[src/hdl/itp_pkg.sv]
`default_nettype none

package itp_pkg;

    // Operator stack geometry
    localparam int STACK_DEPTH = 32;
    localparam int PTR_W       = $clog2(STACK_DEPTH);
    localparam int CNT_W       = $clog2(STACK_DEPTH + 1);

    // Characters with a role in the conversion
    localparam logic [7:0] CH_CARET  = 8'h5E;
    localparam logic [7:0] CH_SLASH  = 8'h2F;
    localparam logic [7:0] CH_STAR   = 8'h2A;
    localparam logic [7:0] CH_PLUS   = 8'h2B;
    localparam logic [7:0] CH_MINUS  = 8'h2D;
    localparam logic [7:0] CH_LPAREN = 8'h28;
    localparam logic [7:0] CH_RPAREN = 8'h29;

    // Result status codes
    typedef enum logic [1:0] {
        ST_OK         = 2'd0,
        ST_UNMATCHED  = 2'd1,
        ST_OVERFLOW   = 2'd2
    } status_t;

    // Pop loop flavor
    typedef enum logic [1:0] {
        MODE_CLOSE = 2'd0,
        MODE_OP    = 2'd1,
        MODE_FLUSH = 2'd2
    } mode_t;

    // Sequencer states
    typedef enum logic [5:0] {
        S_IDLE     = 6'b000001,
        S_DISPATCH = 6'b000010,
        S_RD       = 6'b000100,
        S_TEST     = 6'b001000,
        S_PUSH     = 6'b010000,
        S_FINISH   = 6'b100000
    } state_t;

    // Precedence; "other" (-1) maps to 0, operators keep their rank, order holds
    function automatic logic [1:0] rank_of(input logic [7:0] ch);
        logic [1:0] r;
        begin
            r = 2'd0;
            if (ch == CH_CARET)
                r = 2'd3;
            else if (ch == CH_STAR || ch == CH_SLASH)
                r = 2'd2;
            else if (ch == CH_PLUS || ch == CH_MINUS)
                r = 2'd1;
            return r;
        end
    endfunction

    // Letters and digits
    function automatic logic is_operand(input logic [7:0] ch);
        begin
            return (ch >= 8'h61 && ch <= 8'h7A) || (ch >= 8'h41 && ch <= 8'h5A) ||
                   (ch >= 8'h30 && ch <= 8'h39);
        end
    endfunction

endpackage

`default_nettype wire

[src/hdl/infix_to_postfix_converter_unit.sv]
`default_nettype none

// Shunting-yard infix to postfix converter. One character is taken per input
// transaction; postfix characters come out one per output transaction, the
// last one caused by a character flagged with run_last, and the last one of a
// character marked is_last also flagged with expr_end. A character that causes
// no result (for example a '(' that is not last) produces nothing. The block
// takes a new character only when the previous one is completely processed.
// An operand is emitted directly and a '(' is pushed; an operator pops the
// entries that rank at least as high, then is pushed, and a ')' pops entries
// up to its '('. Each stack entry that is examined passes through a registered
// read of the operator stack memory, then the test, and a character marked
// is_last then flushes every entry left. The sequencer waits while the output
// side stalls a result. An unmatched ')' or an overflow of the 32-entry stack
// emits one error result with out_char zero and empties the stack.
module infix_to_postfix_converter_unit
    import itp_pkg::*;
(
    input  wire logic       clk,
    input  wire logic       rst_n,
    input  wire logic       in_valid,
    output logic            in_stall,
    input  wire logic [7:0] char_code,
    input  wire logic       is_last,
    output logic            out_valid,
    input  wire logic       out_stall,
    output logic [7:0]      out_char,
    output logic [1:0]      status,
    output logic            run_last,
    output logic            expr_end
);

    state_t             state_reg, state_next;
    mode_t              mode_reg, mode_next;
    logic [CNT_W-1:0]   count_reg, count_next;
    logic [7:0]         ch_reg;
    logic               last_reg;

    logic [7:0]         op_stack [STACK_DEPTH];
    logic [7:0]         rd_data_reg;
    logic [PTR_W-1:0]   top_idx;
    logic               mem_we;

    logic               pend_valid_reg;
    logic [7:0]         pend_char_reg;
    status_t            pend_status_reg;

    logic               out_valid_reg;
    logic [7:0]         out_char_reg;
    logic [1:0]         out_status_reg;
    logic               run_last_reg;
    logic               expr_end_reg;

    logic               out_free, can_emit, emit_req, emit_fire, fin_load, out_load;
    logic [7:0]         emit_char;
    status_t            emit_status;
    logic               stack_full;
    logic [CNT_W-1:0]   count_dec;
    state_t             post_state;

    assign in_stall   = (state_reg != S_IDLE);
    assign out_free   = !out_valid_reg || !out_stall;
    assign can_emit   = !pend_valid_reg || out_free;
    assign stack_full = (count_reg == CNT_W'(STACK_DEPTH));
    assign count_dec  = count_reg - CNT_W'(1);
    assign top_idx    = count_dec[PTR_W-1:0];
    assign post_state = last_reg ? S_RD : S_FINISH;

    // Sequencer
    always_comb
    begin
        state_next  = state_reg;
        mode_next   = mode_reg;
        count_next  = count_reg;
        mem_we      = 1'b0;
        emit_req    = 1'b0;
        emit_char   = ch_reg;
        emit_status = ST_OK;
        fin_load    = 1'b0;
        unique case (state_reg)
            S_IDLE:
            begin
                if (in_valid)
                    state_next = S_DISPATCH;
            end
            S_DISPATCH:
            begin
                if (is_operand(ch_reg))
                begin
                    emit_req = 1'b1;
                    if (can_emit)
                    begin
                        state_next = post_state;
                        mode_next  = MODE_FLUSH;
                    end
                end
                else if (ch_reg == CH_LPAREN)
                    state_next = S_PUSH;
                else if (ch_reg == CH_RPAREN)
                begin
                    mode_next  = MODE_CLOSE;
                    state_next = S_RD;
                end
                else
                begin
                    mode_next  = MODE_OP;
                    state_next = S_RD;
                end
            end
            S_RD:
            begin
                if (count_reg == '0)
                begin
                    case (mode_reg)
                        MODE_CLOSE:
                        begin
                            emit_req    = 1'b1;
                            emit_char   = 8'd0;
                            emit_status = ST_UNMATCHED;
                            if (can_emit)
                            begin
                                state_next = post_state;
                                mode_next  = MODE_FLUSH;
                            end
                        end
                        MODE_OP:    state_next = S_PUSH;
                        default:    state_next = S_FINISH;
                    endcase
                end
                else
                    state_next = S_TEST;
            end
            S_TEST:
            begin
                case (mode_reg)
                    MODE_CLOSE:
                    begin
                        if (rd_data_reg == CH_LPAREN)
                        begin
                            count_next = count_dec;
                            state_next = post_state;
                            mode_next  = MODE_FLUSH;
                        end
                        else
                        begin
                            emit_req  = 1'b1;
                            emit_char = rd_data_reg;
                            if (can_emit)
                            begin
                                count_next = count_dec;
                                state_next = S_RD;
                            end
                        end
                    end
                    MODE_OP:
                    begin
                        // precedence compare, a tie pops the stack entry
                        if (rank_of(ch_reg) <= rank_of(rd_data_reg))
                        begin
                            emit_req  = 1'b1;
                            emit_char = rd_data_reg;
                            if (can_emit)
                            begin
                                count_next = count_dec;
                                state_next = S_RD;
                            end
                        end
                        else
                            state_next = S_PUSH;
                    end
                    default:
                    begin
                        emit_req  = 1'b1;
                        emit_char = rd_data_reg;
                        if (can_emit)
                        begin
                            count_next = count_dec;
                            state_next = S_RD;
                        end
                    end
                endcase
            end
            S_PUSH:
            begin
                if (stack_full)
                begin
                    emit_req    = 1'b1;
                    emit_char   = 8'd0;
                    emit_status = ST_OVERFLOW;
                    if (can_emit)
                    begin
                        count_next = '0;
                        state_next = post_state;
                        mode_next  = MODE_FLUSH;
                    end
                end
                else
                begin
                    mem_we     = 1'b1;
                    count_next = count_reg + CNT_W'(1);
                    state_next = post_state;
                    mode_next  = MODE_FLUSH;
                end
            end
            S_FINISH:
            begin
                if (!pend_valid_reg)
                    state_next = S_IDLE;
                else if (out_free)
                begin
                    fin_load   = 1'b1;
                    state_next = S_IDLE;
                end
            end
            default: state_next = S_IDLE;
        endcase
    end

    assign emit_fire = emit_req && can_emit;
    assign out_load  = (emit_fire && pend_valid_reg) || fin_load;

    // Control registers
    always_ff @(posedge clk or negedge rst_n)
    begin
        if (!rst_n)
        begin
            state_reg      <= S_IDLE;
            mode_reg       <= MODE_FLUSH;
            count_reg      <= '0;
            pend_valid_reg <= 1'b0;
            out_valid_reg  <= 1'b0;
        end
        else
        begin
            state_reg <= state_next;
            mode_reg  <= mode_next;
            count_reg <= count_next;
            if (emit_fire)
                pend_valid_reg <= 1'b1;
            else if (fin_load)
                pend_valid_reg <= 1'b0;
            if (out_load)
                out_valid_reg <= 1'b1;
            else if (!out_stall)
                out_valid_reg <= 1'b0;
        end
    end

    // Input latch, pending result and output payload
    always_ff @(posedge clk)
    begin
        if (state_reg == S_IDLE && in_valid)
        begin
            ch_reg   <= char_code;
            last_reg <= is_last;
        end
        if (emit_fire)
        begin
            pend_char_reg   <= emit_char;
            pend_status_reg <= emit_status;
        end
        if (out_load)
        begin
            out_char_reg   <= pend_char_reg;
            out_status_reg <= pend_status_reg;
            run_last_reg   <= fin_load;
            expr_end_reg   <= fin_load && last_reg;
        end
    end

    // Operator stack memory: one write port, registered read of the top
    always_ff @(posedge clk)
    begin
        if (mem_we)
            op_stack[count_reg[PTR_W-1:0]] <= ch_reg;
        rd_data_reg <= op_stack[top_idx];
    end

    assign out_valid = out_valid_reg;
    assign out_char  = out_char_reg;
    assign status    = out_status_reg;
    assign run_last  = run_last_reg;
    assign expr_end  = expr_end_reg;

    // Checks
    a_count_bound: assert property (@(posedge clk) disable iff (!rst_n)
        count_reg <= CNT_W'(STACK_DEPTH))
        else $error("stack count beyond depth");

    a_idle_no_pend: assert property (@(posedge clk) disable iff (!rst_n)
        state_reg == S_IDLE |-> !pend_valid_reg)
        else $error("pending result left over at idle");

    a_load_free: assert property (@(posedge clk) disable iff (!rst_n)
        out_load |-> out_free)
        else $error("output register overwritten while held");

    a_finish_tag: assert property (@(posedge clk) disable iff (!rst_n)
        fin_load |=> out_valid_reg && run_last_reg)
        else $error("closing result not flagged");

    a_push_room: assert property (@(posedge clk) disable iff (!rst_n)
        mem_we |-> !stack_full)
        else $error("write into full stack");

endmodule

`default_nettype wire

[config.mk]
export PLATFORM = sky130hd
export DESIGN_NAME = infix_to_postfix_converter_unit
export DESIGN_NICKNAME = d
export VERILOG_FILES = /design/src/hdl/itp_pkg.sv /design/src/hdl/infix_to_postfix_converter_unit.sv
export SDC_FILE = /design/constraint.sdc
export NUM_CORES = 1
export LEC_CHECK = 0
export ABC_AREA = 1
export BUFFER_PORTS_ARGS = -buffer_cell sky130_fd_sc_hd__buf_2
export CAP_MARGIN = 15
export CORE_MARGIN = 2
export CORE_UTILIZATION = 37
export CTS_CLUSTER_DIAMETER = 200
export DETAILED_ROUTE_END_ITERATION = 16
export MAX_ROUTING_LAYER = met4
export PLACE_DENSITY = 0.6
export RECOVER_POWER = 25
export SETUP_SLACK_MARGIN = 0.05
export SLEW_MARGIN = 20
export SYNTH_ARGS = -nofsm -noshare
export SYNTH_HDL_FRONTEND = slang
export SYNTH_SLANG_ARGS = --single-unit
[constraint.sdc]
create_clock -name clk -period 3.6 [get_ports clk]
set_input_delay 0.72 -clock clk [delete_from_list [all_inputs] [get_ports clk]]
set_output_delay 0.72 -clock clk [all_outputs]
set_load 0.03 [all_outputs]
# Word level (Yosys, flattened, before mapping)
# Memory sizes are Yosys's and may differ from the RTL's. A register that Yosys moved wholly into a read port is not among the register bits.
# Cells that the tools add are included.
[totals]
regBits = 47
word_cells = 154
n_memories = 1
mem_bits_rw = 256
[classes]
addsub = 2
reduce_logical = 27
eq_ne = 32
mux = 72
order_cmp = 7
[mem_list]
columns = ["name", "words", "width", "read_ports", "rd_ports_with_merged_regs", "write_ports", "line", "source"]
rows = [
  ["op_stack", 32, 8, 1, 1, 1, "infix_to_postfix_converter_unit.sv:39", "logic [7:0] op_stack [STACK_DEPTH];"],
]
[ops]
columns = ["op", "n"]
rows = [
  ["$mux W6", 16],
  ["$eq A8 B6 Y1 const B", 11],
  ["$pmux W6 S2", 4],
  ["$mux W8", 5],
  ["$pmux W6 S6", 1],
  ["$mux W2", 17],
  ["$pmux W8 S3", 1],
  ["$mux W1", 22],
  ["$eq A8 B7 Y1 const B", 2],
  ["$ge A8 B7 Y1 const B", 2],
  ["$le A8 B7 Y1 const B", 2],
  ["$pmux W8 S2", 1],
  ["$eq A6 B6 Y1 const B", 2],
  ["$ne A3 B3 Y1 const B", 4],
  ["$ne A2 B2 Y1 const B", 5],
  ["$logic_or A1 B1 Y1", 9],
  ["$ge A8 B6 Y1 const B", 1],
  ["$le A8 B6 Y1 const B", 1],
  ["$pmux W2 S4", 1],
  ["$logic_and A1 B1 Y1", 7],
  ["$add A6 B1 Y6 const B", 1],
  ["$eq A6 B1 Y1 const B", 1],
  ["$eq A6 B2 Y1 const B", 1],
  ["$eq A6 B3 Y1 const B", 1],
  ["19 further kinds", 22],
]

# Depth between registers and ports, before layout
# Gate-level depths: netlist of run 1.
[logic_depth]
word_depth = 15
ltp_mapped = 19
depth_no_buf = 19

# Worst setup path after synthesis of run 1
# OpenSTA, ideal clock, no wires.
[synth_path]
path_kind = "register to register"
from = "register ch_reg[1]"
to = "register expr_end_reg, in the netlist expr_end, enable pin"
t_arrival_ps = 2457
setup_ps = 350
path_stages_with_launch = 14
path_buffers = 0
t_required_ps = 3250
setup_slack_ps = 793
synth_period_minus_slack_ps = 2807
path_cell_list = "edfxtp_1 -> inv_1 -> nor4_1 -> o21bai_1 -> ha_1 -> nand2_1 -> nand2_1 -> nand3_1 -> nand2_1 -> inv_1 -> nand2_1 -> nand4_1 -> nand3_1 -> nand2_1"
[synth_via]
elab_chain_cells = 14
word_cells_on_any_way = 31
[synth_lines]
columns = ["element", "line", "source"]
rows = [
  ["from (decl)", "infix_to_postfix_converter_unit.sv:36", "logic [7:0] ch_reg;"],
  ["from (signal assigned)", "infix_to_postfix_converter_unit.sv:254", "ch_reg <= char_code;"],
  ["$eq A8 B6 Y1", "itp_pkg.sv:52", "else if (ch == CH_PLUS || ch == CH_MINUS)"],
  ["$logic_or A1 B1 Y1", "itp_pkg.sv:52", ""],
  ["$mux W1", "itp_pkg.sv:52", ""],
  ["$mux W2", "itp_pkg.sv:50", "else if (ch == CH_STAR || ch == CH_SLASH)"],
  ["$mux W2", "itp_pkg.sv:48", "if (ch == CH_CARET)"],
  ["$mux W2", "infix_to_postfix_converter_unit.sv:135", "case (mode_reg)"],
  ["$mux W2", "infix_to_postfix_converter_unit.sv:80", "unique case (state_reg)"],
  ["$le A2 B2 Y1", "infix_to_postfix_converter_unit.sv:158", "if (rank_of(ch_reg) <= rank_of(rd_data_reg))"],
  ["$mux W1", "infix_to_postfix_converter_unit.sv:158", ""],
  ["$pmux W1 S2", "infix_to_postfix_converter_unit.sv:135", ""],
  ["$pmux W1 S4 (*)", "infix_to_postfix_converter_unit.sv:80", ""],
  ["$logic_and A1 B1 Y1 (*)", "infix_to_postfix_converter_unit.sv:219", "assign emit_fire = emit_req && can_emit;"],
  ["$logic_and A1 B1 Y1 (*)", "infix_to_postfix_converter_unit.sv:220", "assign out_load = (emit_fire && pend_valid_reg) || fin_load;"],
  ["$logic_or A1 B1 Y1 (*)", "infix_to_postfix_converter_unit.sv:220", ""],
  ["named net out_load", "infix_to_postfix_converter_unit.sv:54", "logic out_free, can_emit, emit_req, emit_fire, fin_load, out_load;"],
  ["to (signal assigned)", "infix_to_postfix_converter_unit.sv:267", "expr_end_reg <= fin_load && last_reg;"],
  ["to (decl)", "infix_to_postfix_converter_unit.sv:52", "logic expr_end_reg;"],
]
# Mark *: on every way through the listed nets, which the timed path passes. The rest lies on a longest branch. The select of a mux whose other input is x is not followed.
# A chain may end at the register's enable or synchronous reset.

# Final worst setup path of run 1
[layout_path]
from = "register ch_reg[7]"
to = "register pend_char_reg[7], data pin"
[layout_via]
elab_chain_cells = 11
word_cells_on_any_way = 20
[layout_lines]
columns = ["element", "line", "source"]
rows = [
  ["$eq A8 B6 Y1", "itp_pkg.sv:52", ""],
  ["$logic_or A1 B1 Y1", "itp_pkg.sv:52", ""],
  ["$mux W1", "itp_pkg.sv:52", ""],
  ["$mux W2", "itp_pkg.sv:50", ""],
  ["$mux W2", "itp_pkg.sv:48", ""],
  ["$mux W2", "infix_to_postfix_converter_unit.sv:135", ""],
  ["$mux W2", "infix_to_postfix_converter_unit.sv:80", ""],
  ["$le A2 B2 Y1", "infix_to_postfix_converter_unit.sv:158", ""],
  ["$mux W8", "infix_to_postfix_converter_unit.sv:158", ""],
  ["$pmux W8 S2", "infix_to_postfix_converter_unit.sv:135", ""],
  ["$pmux W8 S3 (*)", "infix_to_postfix_converter_unit.sv:80", ""],
  ["named net emit_char[7]", "infix_to_postfix_converter_unit.sv:55", "logic [7:0] emit_char;"],
  ["to (signal assigned)", "infix_to_postfix_converter_unit.sv:259", "pend_char_reg <= emit_char;"],
  ["to (decl)", "infix_to_postfix_converter_unit.sv:45", "logic [7:0] pend_char_reg;"],
]
# Marked as above.

==> results.yml, run 1 <==
run_status:
  outcome: "finished with violations"
  violations: "max-capacitance violations, max-slew violations"
place:
  globalplace.congestion: 0.9032
  io_buffers: 26
  post-place-ws_ps: 690.5
  post-dp-hpwl_mm: 19.86
  placedCellCount: 1631
clocking:
  clock-root-buffer: "clkbuf_16"
  cts_hold_buf: 0
  cts.sinks: 311
  postCtsResizedCells: 0
  clock_latency_ps: 520
  numCtsBuffers: 34
  cts_tree: "done"
  clock_path_buffers: 3
  post_cts_buffers: 0
  cts_max_level: 2
  clk_pin_slew_ps: 60
final_layout:
  instances_no_fill: 1688
  multi_input_area_um2: 3595
  drive_gt1_share_pct: 10.76
  fill_cells: 3323
  largest_reg_flops: 256
  syn_to_final_growth_pct: 13.03
  num_antenna_cells: 0
  seq_area_um2: 9185
  final_nets: 1225
synth:
  synth.area.mux_share_pct: 0
  synth-adder-area-share_pct: 0.5650
  synth_xor_area_share_pct: 0.3390
  synth-compound-area-share_pct: 12.05
  synth_top_area_share_pct: 64.86
  synth_ff_type: "edfxtp_1"
  syn_inst: 1167
  seq_area_frac_synth_pct: 69.10
  post-synth-top-count-cell: "edfxtp_1"
  synth.avg_cell_area_um2: 11.39
  synthTopCellsByCount: "edfxtp_1 (287), nor2_1 (233), nand2_1 (147)"
  ys_top_cells_by_area: "edfxtp_1 (65%), nor2_1 (6.6%), o21ai_0 (5.4%)"
  async_flop_share_pct: 5.145
  synth_seq_cells: 311
  synth_top_area_cell: "edfxtp_1"
  synth_nets: 1186
  synth_top_family_by_area: "simple AND/OR/NAND/NOR gates"
  synth_edf_count: 287
  synth_cell_types: 44
  netlist_area_um2: 13290
  synth_warnings: 0
  synth-simple-area-share_pct: 13.94
die:
  io_pins: 27
  start_util_pct: 37.44
  dieArea_um2: 37440
  core_um2: 35480
  die_h_um: 193.5
  row_count: 69
  die_w_um: 193.5
sta:
  clock_skew_ps: 16.96
  timing.final.crit_share_pct: 81.51
  slew-limit-headroom_pct: -20.01
  fin_tns_setup_ps: 0
  period_minus_slack_ps: 2935
  finalHoldViolCount: 0
  rsz0062_at_grt: "no"
  tightest_slew_ps: 1800
  clock.fmax_mhz: 340.8
  final_max_slew_viol_count: 34
  postLayoutSetupSlackWorst_ps: 665.5
  final-setup-viol-count: 0
power:
  total_power_uw: 11180
  p_leak_uw: 0.005202
  ir_drop_mv: 0.3679
  power_density_nw_per_um2: 744.2
setup_path:
  crit_path_start_kind: "register"
  crit_required_ps: 3860
  crit_arrival_ps: 3190
  cp-end-kind: "register"
  path_class: "register to register"
  critPathMaxFanout: 20
job:
  maxCapViolations: 1
global_routing:
  antenna_found_initial: 0
  grt_pass1_vias: 8613
  grt_max_degree: 88
  gr-usage-all-layers_pct: 17.59
  grt_pass1_wl_mm: 49.94
  grt-ovfl-total: 0
detailed_routing:
  viasPerCell: 5.267
  initialDrtViolationCount: 889
  vias: 8891
  wl_per_cell_um: 18.95
  wirelength_mm: 31.99
  drc: 0
  firstDrtPassIters: 5
  ant_nets: 0
worst_hold_path:
  hold_path_class: "primary input to async pin"
## per-layer routing
layer  vias to the layer above  track usage (%)  wire length, um
met1                      4304            23.11            14040
met5                         -                -                0
met2                       276            27.92            15110
li1                       4241                -                -
met4                         0            6.192             1030
met3                        70            2.632             1819
## metrics by stage
| step | instance area, um2 | hold WS (ps) | utilization, % |
|---|---|---|---|
| after floorplan | 13290 | 400.3 | - |
| after global placement | 14010 | 404.0 | 39.48 |
| after detailed placement | 14010 | 409.9 | 39.48 |
| after CTS | 15040 | 126.6 | 42.39 |
| after global routing | 15020 | 377.2 | 42.33 |
| final | 15020 | 335.1 | 42.33 |
## critical path: stages, from the launching register on
cell and delay [ps]:
edfxtp_1 390, buf_4 220, inv_1 90, nand4_1 90
nor4_1 260, o21bai_1 180, ha_1 260, nand2_1 90
a21boi_0 250, nand2_1 110, nand2_1 60, o21ai_1 270
nand3_1 150, o21ai_0 90, nand2_1 90, nand2_1 70
## path summary, 6_finish.rpt
| kind | from | to | slack [ps] | depth (start not counted) |
|---|---|---|---|---|
| min reg2reg | pend_char_reg[7]$_DFFE_PP_ | out_char[7]$_DFFE_PP_ | 420 | 0 |
| min in group clk | char_code[5] | ch_reg[5]$_DFFE_PP_ | 390 | 1 |
| max in group asynchronous | rst_n | count_reg[0]$_DFFE_PN0P_ | 2570 | 1 |
| max reg2reg | ch_reg[7]$_DFFE_PP_ | pend_char_reg[7]$_DFFE_PP_ | 670 | 15 |
| max | ch_reg[7]$_DFFE_PP_ | pend_char_reg[7]$_DFFE_PP_ | 670 | 15 |
| min | rst_n | mode_reg[0]$_DFFE_PN0P_ | 340 | 1 |
## cell families (layout without fill, tap and decap cells)
kind of cell,Yosys count,count (layout)
buffers and inverters,124,184
DFF,311,311
adders and majority gates,6,6
xor gates and xnor gates,3,3
and+or+nand+nor,448,448
AOI/OAI and AO/OA,275,275
## cell type report
class                           instances  share of cell area, %
Sequential cell                       311                  61.16
Clock inverter                         17                  1.066
Multi-Input combinational cell        732                  23.94
Inverter                               67                  1.683
Tap cell                              461                  3.841
Clock buffer                           40                  5.815
Timing Repair Buffer                   60                  2.499
## cell usage in the layout, fill, tap and decap left out, types with 2 or more instances in the layout
master      count
a21oi_1         9
a31oi_1         4
buf_2          20
buf_4          29
bufinv_16       2
clkbuf_1       16
clkbuf_16      34
clkinv_1        6
clkinv_2        4
clkinvlp_4      2
dfrtp_1        13
dfstp_2         2
dfxtp_1         8
edfxtp_1      287
ha_1            5
inv_1          55
inv_2          10
inv_6           3
nand2_1       147
nand2_2         4
nand3_1        35
nand3_2         4
nand4_1         8
nor2_1        233
nor2_2          4
nor3_1          5
nor4_1          3
o211ai_1       62
o21ai_0       144
o21ai_1        22
o221ai_1        2
o22ai_1        24
o31ai_1         2
xor2_4          2
## report_power, final
group	total [uW]	switching [uW]	internal (uW)	leakage (uW)
sequential	4410	130	4280	0.00285
clock	3270	1390	1890	0.000499
combinational	3500	2480	1020	0.00186
total	11200	4000	7180	0.00520
No activity file was read; power rests on OpenSTA's default activity.
==> run 2: changes to the inputs <==
--- a/config.mk
+++ b/config.mk
@@ -13,7 +13,7 @@
 export CTS_CLUSTER_DIAMETER = 200
 export DETAILED_ROUTE_END_ITERATION = 16
 export MAX_ROUTING_LAYER = met4
-export PLACE_DENSITY = 0.6
+export PLACE_DENSITY = 0.62
 export RECOVER_POWER = 25
 export SETUP_SLACK_MARGIN = 0.05
 export SLEW_MARGIN = 20
==> constraint.sdc (replaced) <==
create_clock -name clk -period 2.5 [get_ports clk]
set_input_delay 0.5 -clock clk [delete_from_list [all_inputs] [get_ports clk]]
set_output_delay 0.5 -clock clk [all_outputs]
set_load 0.03 [all_outputs]
==> results.yml, run 2 (synthesis results as in run 1) <==
run_status:
  outcome: "finished with violations"
  violations: "max-capacitance violations, max-slew violations"
place:
  post-place-ws_ps: -1.200
  io_buffers: 26
  globalplace.congestion: 0.9199
  post-dp-hpwl_mm: 22.19
power:
  total_power_uw: 16280
  p_leak_uw: 0.005468
  ir_drop_mv: 0.6186
  power_density_nw_per_um2: 1048
sta:
  finalHoldViolCount: 0
  holdWs_ps: 124.9
  clock.fmax_mhz: 400.0
  rsz0062_at_grt: "yes"
  final_max_slew_viol_count: 67
  final-setup-viol-count: 0
  timing.final.crit_share_pct: 99.99
  tightest_slew_ps: 1925
  fin_tns_setup_ps: 0
  clock_skew_ps: 24.63
  slew-limit-headroom_pct: -28.36
  period_minus_slack_ps: 2500
  postLayoutSetupSlackWorst_ps: 0.2272
job:
  maxCapViolations: 2
detailed_routing:
  viasPerCell: 5.246
  ant_nets: 0
  firstDrtPassIters: 6
  vias: 9181
  drc: 0
  wirelength_mm: 34.44
  wl_per_cell_um: 19.68
  initialDrtViolationCount: 1000
clocking:
  clock_latency_ps: 580
  clock_path_buffers: 3
  cts_tree: "done"
  clock-root-buffer: "clkbuf_16"
  clk_pin_slew_ps: 60
  numCtsBuffers: 30
  cts.sinks: 311
  cts_max_level: 1
setup_path:
  crit_required_ps: 2770
  cp-end-kind: "register"
  worstSetupEndpoint: "out_char[2]$_DFFE_PP_"
  slowest_stage: "edfxtp_1"
  rr_worst_depth: 14
  timing.rr.start: "ch_reg[7]$_DFFE_PP_"
  timing.critical_path.from: "ch_reg[7]$_DFFE_PP_"
  reg2reg_slack_ps: 0.2
  crit_arrival_ps: 2770
  cp_common_cell: "nand2_2"
  critPathMaxStageDelay_ps: 440
  r2r_end: "out_char[2]$_DFFE_PP_"
  worstPathCellList: "inv_2, nand4_1, nor4_4, o21bai_1, ha_1, nand2_2, nand2_2, nand3_2, nand2_2, inv_2, nand2_2, nand4_1, nand3_2, nand2_4"
  crit_path_start_kind: "register"
  critPathMaxFanout: 6
  path_class: "register to register"
die:
  io_pins: 27
  start_util_pct: 37.44
  die_h_um: 193.5
  die_w_um: 193.5
  row_count: 69
  dieArea_um2: 37440
  core_um2: 35480
global_routing:
  antenna_found_initial: 0
  gr-usage-all-layers_pct: 18.62
  grt-ovfl-total: 0
  grt_max_degree: 61
  grt_pass1_vias: 8969
  grt_pass1_wl_mm: 52.56
final_layout:
  seq_area_um2: 9186
  multi_input_area_um2: 3719
  final_cell_mix: "edfxtp_1 (287), nor2_1 (232), o21ai_0 (138)"
  num_antenna_cells: 0
  fill_cells: 3263
  final_common_cell: "edfxtp_1"
  largest_reg_flops: 256
  final_nets: 1286
  drive_gt1_share_pct: 16.45
  fin_util_pct: 43.77
  syn_to_final_growth_pct: 16.90
worst_hold_path:
  hold_path_class: "primary input to register"
[run 2: changes by cell type in the layout (fill, tap and decap cells not counted), moves of 4 or more]
cell,previous run,this run
buf_4,29,88
nand2_1,147,137
nand2_2,4,12
nand3_1,35,29
nand3_2,4,10
o21ai_0,144,138
inv_1,55,50
o21ai_1,22,27
clkbuf_1,16,20
clkbuf_16,34,30
clkinv_1,6,10
[run 2: repair_timing]
action,4_1_cts,5_1_grt
gates cloned,0,3
hold buffers,1,0
setup endpoints to repair,28,35
resized for setup,2,21
pin swaps,2,1
hold endpoints to repair,14,0
setup buffers,0,7
[run 2: area by class of cell]
| cell class | instances | area share (%) |
|---|---|---|
| multi-input cells | 734 | 23.94 |
| inverters | 67 | 1.676 |
| flip-flops and latches | 311 | 59.14 |
| clock inverters | 17 | 0.9264 |
| clock buffers | 37 | 5.002 |
| well taps | 461 | 3.714 |
| repair buffers | 122 | 5.566 |
| repair inverters | 1 | 0.03222 |
[run 2: worst min-delay path by stage]
stage                               start                  endpoint  slack, ps  depth (start not counted)
2_1_floorplan                       rst_n  count_reg[0]$_DFFE_PN0P_        200                          0
3_3_place_gp   pend_char_reg[2]$_DFFE_PP_     out_char[2]$_DFFE_PP_        410                          0
3_5_place_dp   pend_char_reg[2]$_DFFE_PP_     out_char[2]$_DFFE_PP_        420                          0
4_1_cts                           is_last        last_reg$_DFFE_PP_        100                          1
5_1_grt                           is_last        last_reg$_DFFE_PP_        110                          1
6_report                          is_last        last_reg$_DFFE_PP_        120                          1
[run 2: per-layer routing]
layer / track usage (%) / wire length (um)
met5: - / 0
met4: 6.277 / 1060
met3: 2.197 / 1695
met2: 30.33 / 16700
met1: 24.29 / 14990
[run 2: report_power, final]
group,internal (uW),switching (uW),leakage (uW)
registers,6160,175,0.00285
clock network,2400,1900,0.000439
logic,1780,3860,0.00218
total,10300,5940,0.00547
[run 2: worst max-delay path, delay by kind of cell, from the launching register on]
kind            cells  cell delay [ps]
simple gates       10             1180
flops               1              440
fa+ha+maj           1              280
compound gates      1              160
buf+inv             2              150
[run 2: per-stage QoR]
stage                     instance area [um2]  std cells
after floorplan                         13330       1167
after global placement                  14480       1685
after detailed placement                14480       1685
after CTS                               15420       1740
after global routing                    15530       1750
final                                   15530       1750
==> run 3: changes to the inputs <==
--- a/config.mk
+++ b/config.mk
@@ -9,11 +9,11 @@
 export BUFFER_PORTS_ARGS = -buffer_cell sky130_fd_sc_hd__buf_2
 export CAP_MARGIN = 15
 export CORE_MARGIN = 2
-export CORE_UTILIZATION = 37
+export CORE_UTILIZATION = 56
 export CTS_CLUSTER_DIAMETER = 200
 export DETAILED_ROUTE_END_ITERATION = 16
 export MAX_ROUTING_LAYER = met4
-export PLACE_DENSITY = 0.62
+export PLACE_DENSITY = 0.83
 export RECOVER_POWER = 25
 export SETUP_SLACK_MARGIN = 0.05
 export SLEW_MARGIN = 20
==> results.yml, run 3 (synthesis results as in run 1) <==
power:
  p_leak_uw: 0.005487
  power_density_nw_per_um2: 1058
  pwr-share-comb_pct: 33.7
  clkPwrFrac_pct: 27.3
  power.share.sequential_pct: 39.0
  p_sw_uw: 5785
  intPower_uw: 10460
  netSwitchingFraction_pct: 35.61
  ir_drop_mv: 0.7385
detailed_routing:
  wl_per_cell_um: 19.94
  initialDrtViolationCount: 968
  drc: 0
  ant_nets: 0
  firstDrtPassIters: 8
  viasPerCell: 5.918
  wirelength_mm: 31.89
  vias: 9463
setup_path:
  cp-end-kind: "register"
  worstPathCellList: "buf_4, nor2_2, nand2_2, nor2_1, a31oi_1, ha_1, nand2_1, nand3_1, nand2_1, inv_1, nand2_1, nand4_1, nand3_2, nand2_4"
  timing.critical_path.from: "ch_reg[7]$_DFFE_PP_"
  path_class: "register to register"
  crit_arrival_ps: 2730
  crit_buf_inv: 2
  critPathMaxStageDelay_ps: 430
  reg2reg_slack_ps: 30
  slowest_stage: "edfxtp_1"
  r2r_end: "out_char[0]$_DFFE_PP_"
  crit_path_start_kind: "register"
  crit_required_ps: 2750
  timing.rr.start: "ch_reg[7]$_DFFE_PP_"
  crit_family: "simple AND/OR/NAND/NOR gates"
  rr_worst_depth: 14
  critPathMaxFanout: 6
  cp_common_cell: "nand2_1"
die:
  die_h_um: 158.0
  dieArea_um2: 24970
  die_w_um: 158.0
  row_count: 56
  start_util_pct: 56.77
  io_pins: 27
  core_um2: 23400
place:
  placedCellCount: 1529
  globalplace.congestion: 0.9898
  post-dp-hpwl_mm: 19.84
  io_buffers: 26
sta:
  clock.fmax_mhz: 404.2
  rsz0062_at_grt: "yes"
  final-setup-viol-count: 0
  tightest_slew_ps: 1038
  finalHoldViolCount: 0
  clock_skew_ps: 23.80
  period_minus_slack_ps: 2474
  final_max_slew_viol_count: 0
  slew-limit-headroom_pct: 30.80
  timing.final.crit_share_pct: 98.96
worst_hold_path:
  worstHoldEndpoint: "ch_reg[7]$_DFFE_PP_"
  hold_depth: 1
  hold_path_class: "primary input to register"
  hp-start: "char_code[7]"
clocking:
  cts_tree: "done"
  clock_path_buffers: 3
  cts_max_level: 1
  cts.sinks: 311
  clock-root-buffer: "clkbuf_16"
  clk_pin_slew_ps: 70
  clock_latency_ps: 570
  numCtsBuffers: 30
job:
  maxCapViolations: 0
global_routing:
  grt_max_degree: 134
  grt-ovfl-total: 0
  grt_pass1_vias: 8892
  grt_pass1_wl_mm: 48.12
  gr-usage-all-layers_pct: 26.25
  antenna_found_initial: 1
run_status:
  outcome: "finished, final reports clean"
final_layout:
  syn_to_final_growth_pct: 15.56
  final_nets: 1274
  fin_util_pct: 65.61
  instances_no_fill: 1599
  drive_gt1_share_pct: 15.95
  final_common_cell: "edfxtp_1"
  final_cell_mix: "edfxtp_1 (287), nor2_1 (232), nand2_1 (143)"
  largest_reg_flops: 256
[run 3: power by group through the flow]
| stage | registers [uW] | logic, uW | clock network, uW |
|---|---|---|---|
| final | 6340 | 5470 | 4430 |
| after global routing | 6360 | 6000 | 4640 |
| after CTS | 6330 | 5270 | 4470 |
| after detailed placement | 6440 | 5180 | 0 |
| after global placement | 6430 | 5040 | 0 |
| after floorplan | 6560 | 3420 | 0 |
[run 3: worst max-delay path by stage]
stage                                             to  slack, ps  cells past startpoint
after floorplan                   expr_end$_DFFE_PP_        -90                     13
after global placement         out_char[0]$_DFFE_PP_         90                     14
after detailed placement       out_char[0]$_DFFE_PP_         40                     14
after CTS                      out_char[0]$_DFFE_PP_         60                     13
after global routing      pend_char_reg[1]$_DFFE_PP_       -130                     15
final                          out_char[0]$_DFFE_PP_         30                     14
[run 3: layer usage]
metal	vias up	GRT usage [%]	part of all wire [%]
met3	75	4.462	9.7
met5	-	-	0
met1	4540	36.12	40
li1	4338	-	-
met2	510	40.48	47
met4	0	8.537	2.5
[run 3: final cells by class]
| cell class | instances | area (um2) |
|---|---|---|
| sequential | 311 | 9185 |
| fill | 1743 | 8049 |
| multi-input combinational | 734 | 3709 |
| timing repair buffer | 111 | 829.5 |
| clock buffer | 42 | 815.8 |
| tap | 319 | 399.1 |
| inverter | 67 | 257.7 |
| clock inverter | 14 | 155.1 |
| antenna | 1 | 2.502 |
[run 3: stage by stage]
| step | total power (uW) | hold slack (ps) | TNS, ps | worst slack (ps) | area, um2 |
|---|---|---|---|---|---|
| 2_1_floorplan | 9976 | 204.4 | -2127 | -90.81 | 13330 |
| 3_3_place_gp | 11470 | 406.3 | 0 | 86.39 | 14220 |
| 3_5_place_dp | 11630 | 404.5 | 0 | 38.18 | 14220 |
| 4_1_cts | 16070 | 108.7 | 0 | 55.89 | 15230 |
| 5_1_grt | 17000 | 112.3 | -3075 | -127.1 | 15350 |
| 6_report | 16250 | 125.3 | 0 | 25.91 | 15350 |
[run 3: timing repair]
action / CTS / global route
cloned: 1 / 1
setup buffers: 2 / 8
hold buffers: 1 / 0
pin swaps: 2 / 6
resized for setup: 1 / 16
hold endpoints to repair: 14 / 0
endpoints found under the setup margin: 22 / 37
